--- config.mk ---
export PLATFORM = sky130hd
export DESIGN_NAME = two_channel_angle_sensor_calibrator_flat
export DESIGN_NICKNAME = d
export VERILOG_FILES = /design/src/rtl/tasc_pkg.sv /design/src/rtl/tasc_req_if.sv /design/src/rtl/tasc_rsp_if.sv /design/src/rtl/two_channel_angle_sensor_calibrator.sv /design/src/flat_wrapper.sv
export SDC_FILE = /design/constraint.sdc
export NUM_CORES = 1
export LEC_CHECK = 0
export CAP_MARGIN = 20
export CORE_MARGIN = 3
export CORE_UTILIZATION = 45
export CTS_CLUSTER_DIAMETER = 100
export DETAILED_ROUTE_END_ITERATION = 8
export DONT_BUFFER_PORTS = 1
export GPL_ROUTABILITY_DRIVEN = 1
export PLACE_DENSITY_LB_ADDON = 0.15
export SLEW_MARGIN = 5
export SYNTH_ARGS = -nofsm -noshare
export SYNTH_HDL_FRONTEND = slang
export SYNTH_SLANG_ARGS = --single-unit
export TNS_END_PERCENT = 10
--- constraint.sdc ---
create_clock -name clock -period 10.6 [get_ports clock]
set_clock_uncertainty 0.2 [all_clocks]
set_input_delay 2.12 -clock clock [delete_from_list [all_inputs] [get_ports clock]]
set_output_delay 2.12 -clock clock [all_outputs]
set_load 0.1 [all_outputs]
--- src/rtl/tasc_pkg.sv ---
`timescale 1ns / 1ps
`default_nettype none
// ----------------------------------------------------------------------------
// Angle sensor calibrator package
// Shared widths, register indexes, reset values and the channel low-pass
// filter used by the calibrator and its channel interfaces.
// ----------------------------------------------------------------------------
package tasc_pkg;

   // ADC sample and tracker width
   localparam int ADC_BITS = 10;
   // Width of the error value and its saturated maximum
   localparam int ERR_BITS = 28;
   localparam logic [ERR_BITS-1:0] ERR_MAX = '1;

   // Configuration port
   localparam int CSR_DATA_BITS = 20;
   localparam int PHASE_BITS    = 20;

   typedef enum logic [1:0] {
      CSR_FIRST_PHASE  = 2'd0,
      CSR_SECOND_PHASE = 2'd1,
      CSR_MIN_FLOOR    = 2'd2,
      CSR_MIN_START    = 2'd3
   } csr_index_type;

   // Register reset values
   localparam logic [PHASE_BITS-1:0] FIRST_PHASE_RESET  = 20'd400000;
   localparam logic [PHASE_BITS-1:0] SECOND_PHASE_RESET = 20'd18000;
   localparam logic [ADC_BITS-1:0]   MIN_FLOOR_RESET    = 10'd15;
   localparam logic [ADC_BITS-1:0]   MIN_START_RESET    = 10'd1000;

   // Filter: floor((sample + 4*prev) / 5) by reciprocal multiply.
   // The sum stays below 5120, where 13108 / 2^16 is exact after the floor.
   localparam int FILT_SUM_BITS  = ADC_BITS + 3;
   localparam int FILT_SHIFT     = 16;
   localparam int FILT_PROD_BITS = FILT_SUM_BITS + FILT_SHIFT;
   localparam logic [FILT_SHIFT-1:0] FILT_RECIP = 16'd13108;

   function automatic logic [ADC_BITS-1:0] lowpass(input logic [ADC_BITS-1:0] sample,
                                                   input logic [ADC_BITS-1:0] prev);
      logic [FILT_SUM_BITS-1:0]  sum;
      logic [FILT_PROD_BITS-1:0] prod;
      sum  = FILT_SUM_BITS'(sample) + {1'b0, prev, 2'b00};
      prod = FILT_PROD_BITS'(sum) * FILT_PROD_BITS'(FILT_RECIP);
      return prod[FILT_SHIFT +: ADC_BITS];
   endfunction

endpackage
`default_nettype wire

--- src/rtl/tasc_req_if.sv ---
`timescale 1ns / 1ps
`default_nettype none
// ----------------------------------------------------------------------------
// Sample pair channel
// Valid/ready channel that carries one raw ADC sample pair per beat.
// ----------------------------------------------------------------------------
interface tasc_req_if;
   import tasc_pkg::*;

   logic                valid;
   logic                ready;
   logic [ADC_BITS-1:0] sample_a;
   logic [ADC_BITS-1:0] sample_b;

   modport source (output valid, output sample_a, output sample_b, input ready);
   modport sink   (input valid, input sample_a, input sample_b, output ready);

endinterface
`default_nettype wire

--- src/rtl/tasc_rsp_if.sv ---
`timescale 1ns / 1ps
`default_nettype none
// ----------------------------------------------------------------------------
// Calibration result channel
// Valid/ready channel that carries one complete calibration result per beat.
// ----------------------------------------------------------------------------
interface tasc_rsp_if;
   import tasc_pkg::*;

   logic                valid;
   logic                ready;
   logic [ADC_BITS-1:0] low_a;
   logic [ADC_BITS-1:0] high_a;
   logic [ADC_BITS-1:0] low_b;
   logic [ADC_BITS-1:0] high_b;
   logic [ADC_BITS-1:0] zero_point_a;
   logic [ADC_BITS-1:0] zero_point_b;
   logic [ADC_BITS-1:0] half_turn_a;
   logic [ADC_BITS-1:0] half_turn_b;
   logic                range_fault;

   modport source (output valid, output low_a, output high_a, output low_b, output high_b,
                   output zero_point_a, output zero_point_b, output half_turn_a,
                   output half_turn_b, output range_fault, input ready);
   modport sink   (input valid, input low_a, input high_a, input low_b, input high_b,
                   input zero_point_a, input zero_point_b, input half_turn_a,
                   input half_turn_b, input range_fault, output ready);

endinterface
`default_nettype wire

--- src/rtl/two_channel_angle_sensor_calibrator.sv ---
// A sample pair goes from its beat through the TRACK, PREP, DIV, ERR and DONE states before
//   the next beat can be taken, so the calibrator works on one pair at a time.
// In DIV, two bit-serial restoring dividers retire one quotient bit per cycle.
// The result enters the output register once it is free or being taken; a full one stalls.
// Synchronous active-high reset sets state and configuration defaults and restarts calibration.
`timescale 1ns / 1ps
`default_nettype none
// ----------------------------------------------------------------------------
// Two channel angle sensor calibrator
// Filters sample pairs, tracks per-channel min and max, then searches for the
// 0 and 180 degree reference points with bit-serial normalizing dividers.
// ----------------------------------------------------------------------------
module two_channel_angle_sensor_calibrator #(
   parameter int ERROR_FRACTION_BITS = 16,
   parameter int COUNT_BITS          = 20
) (
   input  logic                                  clock,
   input  logic                                  reset,
   tasc_req_if.sink                              req_ch,
   tasc_rsp_if.source                            rsp_ch,
   input  logic                                  csr_we,
   input  tasc_pkg::csr_index_type               csr_index,
   input  logic [tasc_pkg::CSR_DATA_BITS-1:0]    csr_wdata
);
   import tasc_pkg::*;

   localparam int QUO_BITS  = ADC_BITS + ERROR_FRACTION_BITS;
   localparam int SUM_BITS  = QUO_BITS + 1;
   localparam int STEP_BITS = $clog2(QUO_BITS + 1);
   localparam int WIDE_BITS = (SUM_BITS > ERR_BITS) ? SUM_BITS : ERR_BITS;
   localparam int CMP_BITS  = ((COUNT_BITS > PHASE_BITS) ? COUNT_BITS : PHASE_BITS) + 1;

   typedef enum logic [2:0] {
      S_IDLE,
      S_TRACK,
      S_PREP,
      S_DIV,
      S_ERR,
      S_DONE
   } state_type;

   state_type state_ff;

   // Configuration registers
   logic [PHASE_BITS-1:0] first_len_ff;
   logic [PHASE_BITS-1:0] second_len_ff;
   logic [ADC_BITS-1:0]   floor_ff;
   logic [ADC_BITS-1:0]   start_ff;

   // Calibration state
   logic [ADC_BITS-1:0]   filt_a_ff, filt_b_ff;
   logic [ADC_BITS-1:0]   min_a_ff, max_a_ff, min_b_ff, max_b_ff;
   logic [COUNT_BITS-1:0] count_ff;
   logic                  phase2_ff;
   logic [ERR_BITS-1:0]   best_zero_ff, best_half_ff;
   logic [ADC_BITS-1:0]   zero_a_ff, zero_b_ff, half_a_ff, half_b_ff;

   // Divider and error datapath
   logic                  bad_ff;
   logic [ADC_BITS-1:0]   rng_a_ff, rng_b_ff;
   logic [ADC_BITS-1:0]   rem_a_ff, rem_b_ff;
   logic [QUO_BITS-1:0]   dq_a_ff, dq_b_ff;
   logic [STEP_BITS-1:0]  step_ff;
   logic [ERR_BITS-1:0]   err_ff;

   // Output register
   logic                  rsp_valid_ff;
   logic [ADC_BITS-1:0]   rsp_low_a_ff, rsp_high_a_ff, rsp_low_b_ff, rsp_high_b_ff;
   logic [ADC_BITS-1:0]   rsp_zero_a_ff, rsp_zero_b_ff, rsp_half_a_ff, rsp_half_b_ff;
   logic                  rsp_fault_ff;

   // Next values
   logic [ADC_BITS-1:0]   filt_a_in, filt_b_in;
   logic [ADC_BITS-1:0]   rem_a_in, rem_b_in;
   logic                  qbit_a, qbit_b;
   logic [ERR_BITS-1:0]   err_in;
   logic [ADC_BITS-1:0]   zero_a_in, zero_b_in, half_a_in, half_b_in;
   logic [ERR_BITS-1:0]   best_zero_in, best_half_in;
   logic [CMP_BITS-1:0]   count_inc;
   logic                  last_pair;

   logic                  accept;
   logic                  rsp_taken;
   logic                  rsp_load;

   assign accept    = req_ch.valid && req_ch.ready;
   assign rsp_taken = rsp_valid_ff && rsp_ch.ready;

   // Load the output register on the last pair once it is free
   assign rsp_load  = (state_ff == S_DONE) && phase2_ff && last_pair &&
                      (!rsp_valid_ff || rsp_ch.ready);

   // Filter the incoming pair
   assign filt_a_in = lowpass(req_ch.sample_a, filt_a_ff);
   assign filt_b_in = lowpass(req_ch.sample_b, filt_b_ff);

   // One restoring division step per channel
   always_comb begin
      logic [ADC_BITS:0] shift_a, shift_b, diff_a, diff_b;
      shift_a  = {rem_a_ff, dq_a_ff[QUO_BITS-1]};
      shift_b  = {rem_b_ff, dq_b_ff[QUO_BITS-1]};
      diff_a   = shift_a - {1'b0, rng_a_ff};
      diff_b   = shift_b - {1'b0, rng_b_ff};
      qbit_a   = shift_a >= {1'b0, rng_a_ff};
      qbit_b   = shift_b >= {1'b0, rng_b_ff};
      rem_a_in = qbit_a ? diff_a[ADC_BITS-1:0] : shift_a[ADC_BITS-1:0];
      rem_b_in = qbit_b ? diff_b[ADC_BITS-1:0] : shift_b[ADC_BITS-1:0];
   end

   // Absolute deviation of the ratio sum from one, saturated; the maximum for a bad range
   always_comb begin
      logic [SUM_BITS-1:0]  sum, one, dev;
      logic [WIDE_BITS-1:0] wide;
      sum  = SUM_BITS'(dq_a_ff) + SUM_BITS'(dq_b_ff);
      one  = SUM_BITS'(1) << ERROR_FRACTION_BITS;
      dev  = (sum >= one) ? (sum - one) : (one - sum);
      wide = WIDE_BITS'(dev);
      if (bad_ff || (wide > WIDE_BITS'(ERR_MAX))) begin
         err_in = ERR_MAX;
      end else begin
         err_in = wide[ERR_BITS-1:0];
      end
   end

   // Reference point capture and phase counting
   always_comb begin
      logic [CMP_BITS-1:0] cfg_len, span, len;
      logic                take_zero, take_half;
      take_zero    = (err_ff < best_zero_ff) && (filt_a_ff > filt_b_ff);
      take_half    = (err_ff < best_half_ff) && (filt_a_ff < filt_b_ff);
      zero_a_in    = take_zero ? filt_a_ff : zero_a_ff;
      zero_b_in    = take_zero ? filt_b_ff : zero_b_ff;
      best_zero_in = take_zero ? err_ff : best_zero_ff;
      half_a_in    = take_half ? filt_a_ff : half_a_ff;
      half_b_in    = take_half ? filt_b_ff : half_b_ff;
      best_half_in = take_half ? err_ff : best_half_ff;

      cfg_len   = CMP_BITS'(phase2_ff ? second_len_ff : first_len_ff);
      span      = CMP_BITS'(1) << COUNT_BITS;
      if (cfg_len == '0) begin
         len = CMP_BITS'(1);
      end else if (cfg_len > span) begin
         len = span;
      end else begin
         len = cfg_len;
      end
      count_inc = CMP_BITS'(count_ff) + CMP_BITS'(1);
      last_pair = count_inc >= len;
   end

   // Sequencer, configuration and output register
   always_ff @(posedge clock) begin
      if (reset) begin
         state_ff      <= S_IDLE;
         first_len_ff  <= FIRST_PHASE_RESET;
         second_len_ff <= SECOND_PHASE_RESET;
         floor_ff      <= MIN_FLOOR_RESET;
         start_ff      <= MIN_START_RESET;
         filt_a_ff     <= '0;
         filt_b_ff     <= '0;
         min_a_ff      <= MIN_START_RESET;
         min_b_ff      <= MIN_START_RESET;
         max_a_ff      <= '0;
         max_b_ff      <= '0;
         count_ff      <= '0;
         phase2_ff     <= 1'b0;
         best_zero_ff  <= ERR_MAX;
         best_half_ff  <= ERR_MAX;
         zero_a_ff     <= '0;
         zero_b_ff     <= '0;
         half_a_ff     <= '0;
         half_b_ff     <= '0;
         rsp_valid_ff  <= 1'b0;
      end else begin
         // Register writes
         if (csr_we) begin
            case (csr_index)
               CSR_FIRST_PHASE:  first_len_ff  <= csr_wdata[PHASE_BITS-1:0];
               CSR_SECOND_PHASE: second_len_ff <= csr_wdata[PHASE_BITS-1:0];
               CSR_MIN_FLOOR:    floor_ff      <= csr_wdata[ADC_BITS-1:0];
               CSR_MIN_START:    start_ff      <= csr_wdata[ADC_BITS-1:0];
               default: ;
            endcase
         end

         // Drop the result once its beat is taken, unless a new one replaces it
         if (rsp_taken && !rsp_load) begin
            rsp_valid_ff <= 1'b0;
         end

         case (state_ff)
            S_IDLE: begin
               if (accept) begin
                  filt_a_ff <= filt_a_in;
                  filt_b_ff <= filt_b_in;
                  state_ff  <= S_TRACK;
               end
            end

            // Update the trackers during phase one
            S_TRACK: begin
               if (!phase2_ff) begin
                  if ((min_a_ff > filt_a_ff) && (filt_a_ff > floor_ff)) begin
                     min_a_ff <= filt_a_ff;
                  end
                  if (max_a_ff < filt_a_ff) begin
                     max_a_ff <= filt_a_ff;
                  end
                  if ((min_b_ff > filt_b_ff) && (filt_b_ff > floor_ff)) begin
                     min_b_ff <= filt_b_ff;
                  end
                  if (max_b_ff < filt_b_ff) begin
                     max_b_ff <= filt_b_ff;
                  end
               end
               state_ff <= S_PREP;
            end

            // Load the dividers with f << fraction bits over the channel range
            S_PREP: begin
               rng_a_ff <= max_a_ff - min_a_ff;
               rng_b_ff <= max_b_ff - min_b_ff;
               bad_ff   <= (max_a_ff <= min_a_ff) || (max_b_ff <= min_b_ff);
               rem_a_ff <= '0;
               rem_b_ff <= '0;
               dq_a_ff  <= QUO_BITS'(filt_a_ff) << ERROR_FRACTION_BITS;
               dq_b_ff  <= QUO_BITS'(filt_b_ff) << ERROR_FRACTION_BITS;
               step_ff  <= '0;
               state_ff <= S_DIV;
            end

            // Shift one quotient bit per cycle into each divider
            S_DIV: begin
               rem_a_ff <= rem_a_in;
               rem_b_ff <= rem_b_in;
               dq_a_ff  <= {dq_a_ff[QUO_BITS-2:0], qbit_a};
               dq_b_ff  <= {dq_b_ff[QUO_BITS-2:0], qbit_b};
               step_ff  <= step_ff + STEP_BITS'(1);
               if (step_ff == STEP_BITS'(QUO_BITS - 1)) begin
                  state_ff <= S_ERR;
               end
            end

            S_ERR: begin
               err_ff   <= err_in;
               state_ff <= S_DONE;
            end

            S_DONE: begin
               if (!phase2_ff) begin
                  // End of phase one seeds both best errors
                  if (last_pair) begin
                     best_zero_ff <= err_ff;
                     best_half_ff <= err_ff;
                     count_ff     <= '0;
                     phase2_ff    <= 1'b1;
                  end else begin
                     count_ff <= count_inc[COUNT_BITS-1:0];
                  end
                  state_ff <= S_IDLE;
               end else if (!last_pair) begin
                  best_zero_ff <= best_zero_in;
                  best_half_ff <= best_half_in;
                  zero_a_ff    <= zero_a_in;
                  zero_b_ff    <= zero_b_in;
                  half_a_ff    <= half_a_in;
                  half_b_ff    <= half_b_in;
                  count_ff     <= count_inc[COUNT_BITS-1:0];
                  state_ff     <= S_IDLE;
               end else if (rsp_load) begin
                  // Emit the result and re-arm
                  rsp_valid_ff  <= 1'b1;
                  rsp_low_a_ff  <= min_a_ff;
                  rsp_high_a_ff <= max_a_ff;
                  rsp_low_b_ff  <= min_b_ff;
                  rsp_high_b_ff <= max_b_ff;
                  rsp_zero_a_ff <= zero_a_in;
                  rsp_zero_b_ff <= zero_b_in;
                  rsp_half_a_ff <= half_a_in;
                  rsp_half_b_ff <= half_b_in;
                  rsp_fault_ff  <= bad_ff;
                  filt_a_ff     <= '0;
                  filt_b_ff     <= '0;
                  min_a_ff      <= start_ff;
                  min_b_ff      <= start_ff;
                  max_a_ff      <= '0;
                  max_b_ff      <= '0;
                  count_ff      <= '0;
                  phase2_ff     <= 1'b0;
                  best_zero_ff  <= ERR_MAX;
                  best_half_ff  <= ERR_MAX;
                  zero_a_ff     <= '0;
                  zero_b_ff     <= '0;
                  half_a_ff     <= '0;
                  half_b_ff     <= '0;
                  state_ff      <= S_IDLE;
               end
            end

            default: state_ff <= S_IDLE;
         endcase
      end
   end

   // Channel ports
   assign req_ch.ready        = (state_ff == S_IDLE);
   assign rsp_ch.valid        = rsp_valid_ff;
   assign rsp_ch.low_a        = rsp_low_a_ff;
   assign rsp_ch.high_a       = rsp_high_a_ff;
   assign rsp_ch.low_b        = rsp_low_b_ff;
   assign rsp_ch.high_b       = rsp_high_b_ff;
   assign rsp_ch.zero_point_a = rsp_zero_a_ff;
   assign rsp_ch.zero_point_b = rsp_zero_b_ff;
   assign rsp_ch.half_turn_a  = rsp_half_a_ff;
   assign rsp_ch.half_turn_b  = rsp_half_b_ff;
   assign rsp_ch.range_fault  = rsp_fault_ff;

endmodule
`default_nettype wire

--- src/flat_wrapper.sv ---
// flat-port wrapper written by rule: the top's interface ports become plain ports
module two_channel_angle_sensor_calibrator_flat import tasc_pkg::*;
#(
   parameter int ERROR_FRACTION_BITS = 16,
   parameter int COUNT_BITS          = 20
)
  (clock, reset, csr_we, csr_index, csr_wdata, req_ch_valid, req_ch_sample_a, req_ch_sample_b, req_ch_ready, rsp_ch_valid, rsp_ch_low_a, rsp_ch_high_a, rsp_ch_low_b, rsp_ch_high_b, rsp_ch_zero_point_a, rsp_ch_zero_point_b, rsp_ch_half_turn_a, rsp_ch_half_turn_b, rsp_ch_range_fault, rsp_ch_ready);
  tasc_req_if req_ch_i ();
  tasc_rsp_if rsp_ch_i ();
  input  logic clock;
  input  logic reset;
  input  logic csr_we;
  input  tasc_pkg::csr_index_type csr_index;
  input  logic [tasc_pkg::CSR_DATA_BITS-1:0] csr_wdata;
  input wire logic [$bits(req_ch_i.valid)-1:0] req_ch_valid;
  input wire logic [$bits(req_ch_i.sample_a)-1:0] req_ch_sample_a;
  input wire logic [$bits(req_ch_i.sample_b)-1:0] req_ch_sample_b;
  output wire logic [$bits(req_ch_i.ready)-1:0] req_ch_ready;
  output wire logic [$bits(rsp_ch_i.valid)-1:0] rsp_ch_valid;
  output wire logic [$bits(rsp_ch_i.low_a)-1:0] rsp_ch_low_a;
  output wire logic [$bits(rsp_ch_i.high_a)-1:0] rsp_ch_high_a;
  output wire logic [$bits(rsp_ch_i.low_b)-1:0] rsp_ch_low_b;
  output wire logic [$bits(rsp_ch_i.high_b)-1:0] rsp_ch_high_b;
  output wire logic [$bits(rsp_ch_i.zero_point_a)-1:0] rsp_ch_zero_point_a;
  output wire logic [$bits(rsp_ch_i.zero_point_b)-1:0] rsp_ch_zero_point_b;
  output wire logic [$bits(rsp_ch_i.half_turn_a)-1:0] rsp_ch_half_turn_a;
  output wire logic [$bits(rsp_ch_i.half_turn_b)-1:0] rsp_ch_half_turn_b;
  output wire logic [$bits(rsp_ch_i.range_fault)-1:0] rsp_ch_range_fault;
  input wire logic [$bits(rsp_ch_i.ready)-1:0] rsp_ch_ready;
  assign req_ch_i.valid = req_ch_valid;
  assign req_ch_i.sample_a = req_ch_sample_a;
  assign req_ch_i.sample_b = req_ch_sample_b;
  assign req_ch_ready = req_ch_i.ready;
  assign rsp_ch_valid = rsp_ch_i.valid;
  assign rsp_ch_low_a = rsp_ch_i.low_a;
  assign rsp_ch_high_a = rsp_ch_i.high_a;
  assign rsp_ch_low_b = rsp_ch_i.low_b;
  assign rsp_ch_high_b = rsp_ch_i.high_b;
  assign rsp_ch_zero_point_a = rsp_ch_i.zero_point_a;
  assign rsp_ch_zero_point_b = rsp_ch_i.zero_point_b;
  assign rsp_ch_half_turn_a = rsp_ch_i.half_turn_a;
  assign rsp_ch_half_turn_b = rsp_ch_i.half_turn_b;
  assign rsp_ch_range_fault = rsp_ch_i.range_fault;
  assign rsp_ch_i.ready = rsp_ch_ready;
  two_channel_angle_sensor_calibrator #(.ERROR_FRACTION_BITS(ERROR_FRACTION_BITS), .COUNT_BITS(COUNT_BITS)) u_core (.clock(clock), .reset(reset), .req_ch(req_ch_i), .rsp_ch(rsp_ch_i), .csr_we(csr_we), .csr_index(csr_index), .csr_wdata(csr_wdata));
endmodule
Word-level counts from Yosys, hierarchy flattened. Cells that the tools add are included.

Add/subtract/negate cells: 11. Multipliers: 2. Order comparisons: 17. Eq/ne operators: 22. Muxes and demuxes: 69. Bitwise logic cells: 1. Reduce and logical (&&, ||, !) cells: 41.

Operators with widths (number): $mux 10 (26); $mux 28 (9); $pmux 10 s2 (8); $pmux 26 s2 (2); $mux 20 (5); $lt 28x28->1 (2); $gt 10x10->1 (5); $mul 13x12->24 const B (2); $mux 21 (2); $sub 10x10->10 (4); $lt 10x10->1 (3); $add 26x26->27 (1); $ge 27x17->1 const B (1); $mux 27 (1); $sub 17x27->27 const A (1); $sub 27x17->27 const B (1); $add 10x12->13 (2); $reduce_and 6->1 (4); $ge 11x10->1 (2); $add 20x1->21 const B (1); $ge 21x21->1 (1); $gt 21x21->1 const B (1); $logic_not 21->1 (1); $le 10x10->1 (2); 26 further kinds (76).

Bits in registers: 448. Logic and storage cells: 202.

Longest topological paths before layout. Gate-level depths: netlist (run 1).

Depth after elaboration: 14. Gate-level depth with buffers: 30. Depth with buffers taken out: 30.

Least setup slack after synthesis (run 1). OpenSTA, ideal clock, no wires.

Path type: input to register. Start point: input port req_ch_sample_b[2]. End point: register u_core.filt_b_ff[9]. Arrival time: 8032 ps. Required time: 10283 ps. Path slack: 2251 ps. Cell stages on the path: 27. Path buffers: 0. Cell sequence: ha_1 fa_1 a21oi_1 nor2_1 nor2_1 o21bai_1 a21oi_1 xnor2_1 ha_1 inv_1 fa_1 inv_1 fa_1 inv_1 fa_1 fa_1 inv_1 ha_1 a21o_1 a21oi_1 o21bai_1 a211o_1 a31o_2 nor4_1 nor3_1 xnor2_1 a22o_1.

Word-level cells in the longest chain between the ends: 4.

RTL lines: start: declaration (line flat_wrapper.sv:17) `input wire logic [$bits(req_ch_i.sample_b)-1:0] req_ch_sample_b;`; $add 10x12->13 (line tasc_pkg.sv:44) `sum = FILT_SUM_BITS'(sample) + {1'b0, prev, 2'b00};`; $mul 13x12->24 (line tasc_pkg.sv:45) `prod = FILT_PROD_BITS'(sum) * FILT_PROD_BITS'(FILT_RECIP);`; $mux 10 (line two_channel_angle_sensor_calibrator.sv:193) `if (accept) begin`; $pmux 10 s2 (line two_channel_angle_sensor_calibrator.sv:191) `case (state_ff)`; end signal: assignment (line two_channel_angle_sensor_calibrator.sv:195) `filt_b_ff <= filt_b_in;`; end: declaration (line two_channel_angle_sensor_calibrator.sv:51) `logic [ADC_BITS-1:0] filt_a_ff, filt_b_ff;`.

Every way passes these cells. The select of a mux whose other input is x is not followed. A chain may end at the register's enable or synchronous reset.

Worst setup path after layout (run 1). Ends and elaborated chain as after synthesis.

==> impl_metrics.yaml, run 1 <==
run_status:
  status: "finished, final reports clean"
global_routing:
  grt_max_degree: 131
  grt_antenna_before_repair: 0
  grt_pass1_vias: 23300
  track_usage_pct: 22.5
  grt_pass1_wl_mm: 129
  grt_overflow: 0
timing:
  setup_viol: 0
  slew_violations: 0
  min_period_over_period_pct: 77.4
  setup_tns_ns: 0
  tightest_slew_ns: 1.14
  hold_violations: 0
  min_period_ns: 8.21
  fmax_mhz: 122
  grt_setup_unrepaired: "false"
  slew_headroom_pct: 22.2
clocking:
  clk_pin_slew_ns: 0.06
  clk_path_buf_depth: 3
  clock_sinks: 448
  cts-resized-gates: 0
  cts_inserted_buffers: 50
  cts_root_buf: "clkbuf_16"
  cts_hold_buf: 0
  htree_levels: 2
  cts_tree: "done"
  clkLatencyLatePin_ns: 0.62
  post_cts_buffers: 0
final_layout:
  fin_cells: 4104
  layout-drive-gt1-share_pct: 6.93
  fin_nets: 3724
  antenna_cells: 0
  fillers: 6217
  final_common_cell: "ha_1"
  syn2layout_area_growth_pct: 8.72
  final_cell_mix: "399 x ha_1, 384 x inv_1, 266 x nand2_1"
  stdcell_area_um2: 33600
synthesis:
  ys_warn_count: 0
  async_flop_share_pct: 0
  ys_seq_elements: 448
  synthesis.area_um2: 30900
  syn_area_per_cell_um2: 9.57
  ys_seq_area_share_pct: 35.7
  synth_flop_cell: "dfxtp_1"
  netlist_instances: 3227
  mappedNetlistNets: 3762
  synth-edff-count: 207
  yosysUniqueCellTypes: 84
placement:
  place_area_um2: 31800
  gp_congestion: 0.900
  dpl.hpwl_mm: 60.9
  io_buffers: 0
  dpl.cell_count: 4009
power_and_ir_drop:
  total_power_mw: 10.6
  leakage_nw: 15.3
  max-vdd-ir-drop_mv: 0.794
  p_per_area_nw_per_um2: 316
worst_setup_path:
  path_max_fanout: 7
  cp-end-kind: "register"
  crit_arrival_ns: 8.52
  critPathRequiredTime_ns: 10.91
  startpoint_type: "input pin"
  path_class: "input pin to register"
floorplan:
  core_area_um2: 67600
  io_pins: 130
  die_w_um: 268
  fp-row-count: 95
  die-area_um2: 71800
  die_h_um: 268
  start_util_pct: 45.7
detailed_routing:
  firstDrtPassIters: 5
  routedWlPerCell_um: 19.8
  vias_per_cell: 5.63
  drt_first_iter_violations: 1558
  antenna_left: 0
  num_vias: 23100
  drc: 0
  drt-total-wl_mm: 81.1
job:
  maxCapViolCount: 0
hold_path:
  hp-class: "register to register"
==> flip-flops by register name, summed over array words and instances (netlist names), 20 cells and up <==
| name | flops |
|---|---|
| u_core.best_half_ff | 28 |
| u_core.best_zero_ff | 28 |
| u_core.err_ff | 28 |
| u_core.dq_a_ff | 26 |
| u_core.dq_b_ff | 26 |
| u_core.count_ff | 20 |
| u_core.first_len_ff | 20 |
| u_core.second_len_ff | 20 |
==> worst paths after layout <==
check / from / end / slack, ns / depth (start not counted)
max: req_ch_sample_b[2] / u_core.filt_b_ff[9] / 2.39 / 27
max reg2reg: u_core.filt_b_ff[2] / u_core.filt_b_ff[9] / 3.35 / 26
min reg2reg: u_core.floor_ff[6] / u_core.floor_ff[6] / 0.25 / 2
min: u_core.floor_ff[6] / u_core.floor_ff[6] / 0.25 / 2
==> cell type report <==
cell class	instances	area, µm²	area share [%]
flip-flops and latches	448	11000	32.9
inverters	385	1450	4.30
repair buffers	41	335	0.998
clock buffers	68	1390	4.14
multi-input cells	2263	17900	53.4
well taps	873	1090	3.25
clock inverters	26	357	1.06
==> report_power, final <==
group,internal (mW),leakage [nW],switching [mW]
registers,1.91,3.83,0.0861
clock network,1.10,0.839,0.748
logic,2.92,10.6,3.85
==> cells in the mapped netlist (15+ instances only) <==
cell / n / area (µm²)
and2_1: 22 / 138
a211oi_1: 18 / 135
mux2i_1: 63 / 631
a22o_1: 59 / 517
a21o_1: 82 / 616
mux2_2: 55 / 619
o21ai_0: 141 / 706
ha_1: 399 / 4990
fa_1: 89 / 1780
nor3_1: 41 / 205
edfxtp_1: 207 / 6220
and3_1: 52 / 325
nor2b_1: 26 / 163
dfxtp_1: 241 / 4820
inv_1: 384 / 1440
clkbuf_1: 107 / 402
nor2_1: 191 / 717
nand3_1: 110 / 551
o32ai_1: 43 / 377
o21a_1: 29 / 218
nand2b_1: 30 / 188
nand4_1: 38 / 238
a31oi_1: 15 / 93.8
xor2_1: 43 / 377
xnor2_1: 87 / 762
o21bai_1: 17 / 128
nand2_1: 266 / 998
a21oi_1: 174 / 871
==> critical path: stages <==
cell and delay (ns):
ha_1 0.20, fa_1 0.41, a21oi_1 0.14, nor2_1 0.05
nor2_1 0.18, o21bai_1 0.10, a21oi_1 0.30, xnor2_1 0.29
ha_1 0.36, inv_1 0.08, fa_1 0.54, inv_1 0.06
fa_1 0.52, inv_1 0.05, fa_1 0.50, fa_1 0.54
inv_1 0.05, ha_1 0.36, a21o_1 0.18, a21oi_1 0.17
o21bai_1 0.10, a211o_1 0.32, a31o_2 0.25, nor4_1 0.19
nor3_1 0.11, xnor2_1 0.14, a22o_1 0.19
==> per-layer routing <==
metal	GRT usage [%]	vias up	wire length, µm
li1	-	11300	-
met1	28.6	11300	35400
met2	39.8	451	40000
met3	3.52	116	3790
met4	5.92	0	2020
met5	0	-	0
==> kinds of logic (layout without fill, tap and decap cells) <==
logic type | Yosys count | in the layout | synth area share (%)
AND/OR/NAND/NOR | 828 | 828 | 12.8
AO/OA/AOI/OAI | 699 | 699 | 15.3
buffers and inverters | 516 | 520 | 6.46
adder cells (fa/ha/maj) | 488 | 488 | 21.9
flip-flops | 448 | 448 | 35.7
XOR/XNOR | 130 | 130 | 3.69
multiplexers | 118 | 118 | 4.05
==> stage by stage <==
step | utilization [%] | setup WS (ns) | hold WS (ns)
2_1_floorplan | - | 2.25 | 0.234
3_3_place_gp | 47.1 | 1.86 | 0.240
3_5_place_dp | 47.1 | 1.71 | 0.245
4_1_cts | 49.6 | 2.41 | 0.254
5_1_grt | 49.7 | 1.94 | 0.265
6_report | 49.7 | 2.39 | 0.253
No activity file was read; power rests on OpenSTA's default activity.
==> run 2: changes to the inputs <==
==> constraint.sdc (replaced) <==
create_clock -name clock -period 6.8 [get_ports clock]
set_clock_uncertainty 0.2 [all_clocks]
set_input_delay 1.36 -clock clock [delete_from_list [all_inputs] [get_ports clock]]
set_output_delay 1.36 -clock clock [all_outputs]
set_load 0.1 [all_outputs]
==> run 2 against run 1 <==
Die area stayed put. First-iteration DRC count rose by 3.0%. Via count up 2.3%. Critical endpoint unchanged.
==> impl_metrics.yaml, run 2 (same netlist as run 1, synthesis figures left out) <==
run_status:
  status: "finished, final reports clean"
worst_setup_path:
  path_max_fanout: 4
  crit_buf_inv: 5
  crit_arrival_ns: 7.00
  cpMostUsedCell: "fa_1"
  crit_family: "adder cells"
  path_class: "input pin to register"
  crit_cells: 28
  setup.worst_path.end: "u_core.filt_b_ff[9]"
  cpMaxStageDelayCell: "fa_1"
  cp-end-kind: "register"
  critPathMaxStageDelay_ns: 0.51
  reg2regPathDepth: 28
  cp-startpoint: "req_ch_sample_b[2]"
  regToRegSetupSlack_ns: 0.44
  critPathRequiredTime_ns: 7.10
  startpoint_type: "input pin"
  rr_startpoint: "u_core.filt_b_ff[0]"
  timing.rr.end: "u_core.filt_b_ff[9]"
floorplan:
  die-area_um2: 71800
  start_util_pct: 45.7
  die_h_um: 268
  core_area_um2: 67600
  fp-row-count: 95
  die_w_um: 268
  io_pins: 130
detailed_routing:
  num_vias: 23600
  dr_wl_met2_mm: 41.1
  drc: 0
  antenna_left: 0
  routedWlPerCell_um: 19.6
  firstDrtPassIters: 6
  top_layer: "met4"
  drt_first_iter_violations: 1605
  vias_per_cell: 5.60
  wl_met3_mm: 3.91
  met1_length_mm: 35.7
  drt-total-wl_mm: 82.5
placement:
  pre_cts_slack_ns: -0.941
  gp_congestion: 0.932
  place_area_um2: 32600
  io_buffers: 0
  dpl.hpwl_mm: 62.3
  dpl.cell_count: 4112
timing:
  hold_violations: 0
  setup_tns_ns: 0
  setup_slack_ns: 0.0985
  slew_violations: 0
  fmax_mhz: 149
  tightest_slew_ns: 1.11
  min_period_ns: 6.70
  slew_headroom_pct: 25.6
  min_period_over_period_pct: 98.6
  grt_setup_unrepaired: "true"
  setup_viol: 0
  holdWs_ns: 0.255
final_layout:
  fin_cells: 4221
  final_cell_mix: "391 x ha_1, 380 x inv_1, 266 x nand2_1"
  syn2layout_area_growth_pct: 12.6
  fillers: 6087
  fin_nets: 3841
  layout-drive-gt1-share_pct: 11.8
  fin_util_pct: 51.4
  seqCellArea_um2: 11000
  reg_top3: "u_core.best_half_ff x28, u_core.best_zero_ff x28, u_core.err_ff x28"
  stdcell_area_um2: 34800
  final_common_cell: "ha_1"
  multi_input_area_um2: 18200
  antenna_cells: 0
global_routing:
  grt_max_degree: 131
  track_usage_pct: 22.9
  grt_antenna_before_repair: 0
  grt_overflow: 0
  grt_pass1_wl_mm: 131
  grt_pass1_vias: 23800
hold_path:
  hp-class: "register to register"
clocking:
  clk_pin_slew_ns: 0.06
  cts_root_buf: "clkbuf_16"
  clock_sinks: 448
  clkLatencyLatePin_ns: 0.61
  htree_levels: 2
  clk_path_buf_depth: 3
  cts_inserted_buffers: 51
  cts_tree: "done"
power_and_ir_drop:
  total_power_mw: 19.0
  max-vdd-ir-drop_mv: 1.51
  p_per_area_nw_per_um2: 546
  leakage_nw: 16.0
job:
  maxCapViolCount: 0
==> run 2: cell types whose count changed in the layout (fill, tap and decap cells not counted), moves of 4 or more <==
| cell | change |
|---|---|
| a21oi_2 | +12 |
| clkinv_1 | -5 |
| buf_4 | +113 |
| xnor2_1 | -4 |
| xnor2_2 | +4 |
| o21ai_1 | +5 |
| ha_4 | +8 |
| a21oi_1 | -13 |
| clkinv_2 | +5 |
| inv_2 | +4 |
| clkbuf_1 | -7 |
| o21ai_0 | -6 |
| inv_1 | -4 |
| ha_1 | -8 |
==> run 2: worst min-delay path by stage <==
stage | from | endpoint | cells past startpoint
floorplan | u_core.min_b_ff[0] | u_core.rsp_ch.low_b[0] | 0
global placement | u_core.first_len_ff[15] | u_core.first_len_ff[15] | 2
detailed placement | u_core.first_len_ff[14] | u_core.first_len_ff[14] | 2
CTS | u_core.first_len_ff[15] | u_core.first_len_ff[15] | 2
global route | u_core.floor_ff[5] | u_core.floor_ff[5] | 2
finish | u_core.second_len_ff[7] | u_core.second_len_ff[7] | 2
==> run 2: metal layers <==
metal	vias up	GRT usage, %
met3	114	4.01
met1	11500	28.8
met5	-	0
met2	454	40.9
met4	0	5.50
li1	11500	-
==> run 2: power breakdown <==
group | internal (mW) | total [mW] | switching, mW | leakage [nW]
clock network | 1.71 | 2.89 | 1.19 | 0.872
logic | 6.29 | 13.0 | 6.74 | 11.2
registers | 2.98 | 3.09 | 0.117 | 3.89
==> run 2: area by class of cell <==
class	instances	area share [%]
Clock buffer	66	4.16
Inverter	385	4.15
Timing Repair Buffer	157	3.53
Clock inverter	29	0.928
Sequential cell	448	31.7
Tap cell	873	3.14
Multi-Input combinational cell	2263	52.4
==> run 2: worst reg2reg max path, delay by kind of cell (launching register included) <==
family | cells | cell delay [ns]
fa+ha+maj | 8 | 3.02
xor+xnor | 2 | 0.20
compound gates | 9 | 1.70
buf+inv | 5 | 0.33
flops | 1 | 0.37
simple gates | 4 | 0.46
==> run 2: what timing repair did <==
item,in CTS,in global routing
gates resized for setup,12,45
hold buffers,0,0
endpoints found under the setup margin,9,16
pin swaps,5,58
setup buffers,2,11
==> run 3: changes to the inputs <==
--- a/config.mk
+++ b/config.mk
@@ -8,6 +8,7 @@
 export CAP_MARGIN = 20
 export CORE_MARGIN = 3
 export CORE_UTILIZATION = 45
+export CTS_BUF_LIST = sky130_fd_sc_hd__clkbuf_16
 export CTS_CLUSTER_DIAMETER = 100
 export DETAILED_ROUTE_END_ITERATION = 8
 export DONT_BUFFER_PORTS = 1
==> run 3 against run 2 <==
Register-to-register slack barely moved. Sequential share of layout area up 0.063 points. Via count barely moved. Combinational power about the same. Clock power fell by 3%. Global-route usage about the same. Non-clock buffer count unchanged. Cell count about the same. Sequential power about the same. First-iteration DRC count decreased by 3.4%. Clock-buffer cell count decreased by 13. Routed wire length barely moved.
==> impl_metrics.yaml, run 3 (same netlist as run 1, synthesis figures left out) <==
timing:
  min_period_over_period_pct: 98.5
  fmax_mhz: 149
  hold_violations: 0
  tightest_slew_ns: 1.11
  slew_headroom_pct: 25.8
  slew_violations: 0
  setup_viol: 0
  holdWs_ns: 0.255
  min_period_ns: 6.70
  grt_setup_unrepaired: "true"
clocking:
  cts_inserted_buffers: 51
  cts_tree: "done"
  cts_root_buf: "clkbuf_16"
  clock_sinks: 448
  htree_levels: 2
  clkLatencyLatePin_ns: 0.62
  clk_path_buf_depth: 3
  clk_pin_slew_ns: 0.06
final_layout:
  reg_top3: "u_core.best_half_ff x28, u_core.best_zero_ff x28, u_core.err_ff x28"
  fin_nets: 3841
  fin_util_pct: 51.3
  layout-drive-gt1-share_pct: 11.6
  syn2layout_area_growth_pct: 12.4
  fillers: 6101
  final_common_cell: "ha_1"
  fin_cells: 4222
  final_cell_mix: "391 x ha_1, 386 x inv_1, 266 x nand2_1"
placement:
  gp_congestion: 0.932
  io_buffers: 0
  dpl.hpwl_mm: 62.3
  dpl.cell_count: 4112
worst_setup_path:
  path_class: "input pin to register"
  path_max_fanout: 4
  crit_arrival_ns: 7.00
  regToRegSetupSlack_ns: 0.44
  cp-end-kind: "register"
  startpoint_type: "input pin"
  critPathRequiredTime_ns: 7.10
detailed_routing:
  drc: 0
  routedWlPerCell_um: 19.6
  vias_per_cell: 5.60
  antenna_left: 0
  firstDrtPassIters: 5
  num_vias: 23600
  drt-total-wl_mm: 82.5
  drt_first_iter_violations: 1551
power_and_ir_drop:
  max-vdd-ir-drop_mv: 1.53
  p_per_area_nw_per_um2: 545
  total_power_mw: 18.9
  leakage_nw: 16.0
hold_path:
  hp-class: "register to register"
floorplan:
  fp-row-count: 95
  start_util_pct: 45.7
  die-area_um2: 71800
  core_area_um2: 67600
  io_pins: 130
  die_w_um: 268
  die_h_um: 268
global_routing:
  grt_pass1_wl_mm: 131
  grt_overflow: 0
  track_usage_pct: 22.9
  grt_antenna_before_repair: 0
  grt_max_degree: 131
  grt_pass1_vias: 23800
run_status:
  status: "finished, final reports clean"
job:
  maxCapViolCount: 0
[run 3: changes by cell type in the layout (fill, tap and decap cells not counted), sizes merged]
cell / delta
clkbuf: -13
inv: +7
clkinv: +6
diode: +1
[run 3: path summary, 6_finish.rpt]
check / depth (start not counted) / endpoint / startpoint
max: 28 / u_core.filt_b_ff[9] / req_ch_sample_b[2]
min: 2 / u_core.second_len_ff[7] / u_core.second_len_ff[7]
max reg2reg: 28 / u_core.filt_b_ff[9] / u_core.filt_b_ff[0]
min reg2reg: 2 / u_core.second_len_ff[7] / u_core.second_len_ff[7]
[run 3: metrics by stage]
stage               TNS (ns)  setup slack [ns]  instance area (µm²)
finish                     0             0.104                34700
global route          -0.379            -0.168                34700
CTS                 -0.00286          -0.00286                34400
detailed placement    -11.41            -0.941                32600
global placement       -9.52            -0.801                32600
floorplan              -5.60            -0.789                30900
[run 3: area by class of cell]
class	instances	area, µm²	area share [%]
Antenna cell	1	2.50	0.00721
Inverter	385	1450	4.16
Clock buffer	53	1330	3.82
Clock inverter	42	372	1.07
Multi-Input combinational cell	2263	18200	52.5
Sequential cell	448	11000	31.8
Timing Repair Buffer	157	1230	3.54
Tap cell	873	1090	3.15
[run 3: worst max-delay path, cell delays in order]
cell and delay [ns]:
ha_4 0.15, fa_2 0.40, a21oi_2 0.17, nor2_2 0.06, nor2_2 0.11, o21bai_1 0.10, a21oi_2 0.18, buf_4 0.15
o21bai_4 0.06, a21oi_4 0.16, xnor2_2 0.15, ha_1 0.28, fa_1 0.47, fa_1 0.54, inv_1 0.05, fa_1 0.47
inv_1 0.04, ha_1 0.26, o21a_1 0.20, o21ai_2 0.17, o21ba_4 0.16, o31ai_4 0.07, a211o_1 0.35, a31o_4 0.29
nor4_4 0.22, nor3_2 0.07, xnor2_1 0.12, a22o_1 0.19
[run 3: where the power goes]
| part | internal (mW) | switching [mW] | leakage, nW |
|---|---|---|---|
| logic | 6.29 | 6.74 | 11.2 |
| registers | 2.98 | 0.117 | 3.89 |
| clock network | 1.62 | 1.19 | 0.857 |
| total | 10.9 | 8.05 | 16.0 |
[run 3: repair_timing]
| action | in CTS | in global routing |
|---|---|---|
| setup buffers | 2 | 11 |
| pin swaps | 5 | 58 |
| hold buffers | 0 | 0 |
| endpoints found under the setup margin | 9 | 16 |
| resized for setup | 12 | 45 |
| cloned | 0 | 0 |
[run 3: per-layer routing]
layer | GRT usage [%] | wire length, µm | vias to the layer above | part of all wire [%]
met4 | 5.50 | 1730 | 0 | 2.1
met5 | 0 | 0 | - | 0
met1 | 28.8 | 35900 | 11600 | 44
met2 | 40.9 | 41200 | 420 | 50
li1 | - | - | 11500 | -
met3 | 4.01 | 3750 | 109 | 4.5
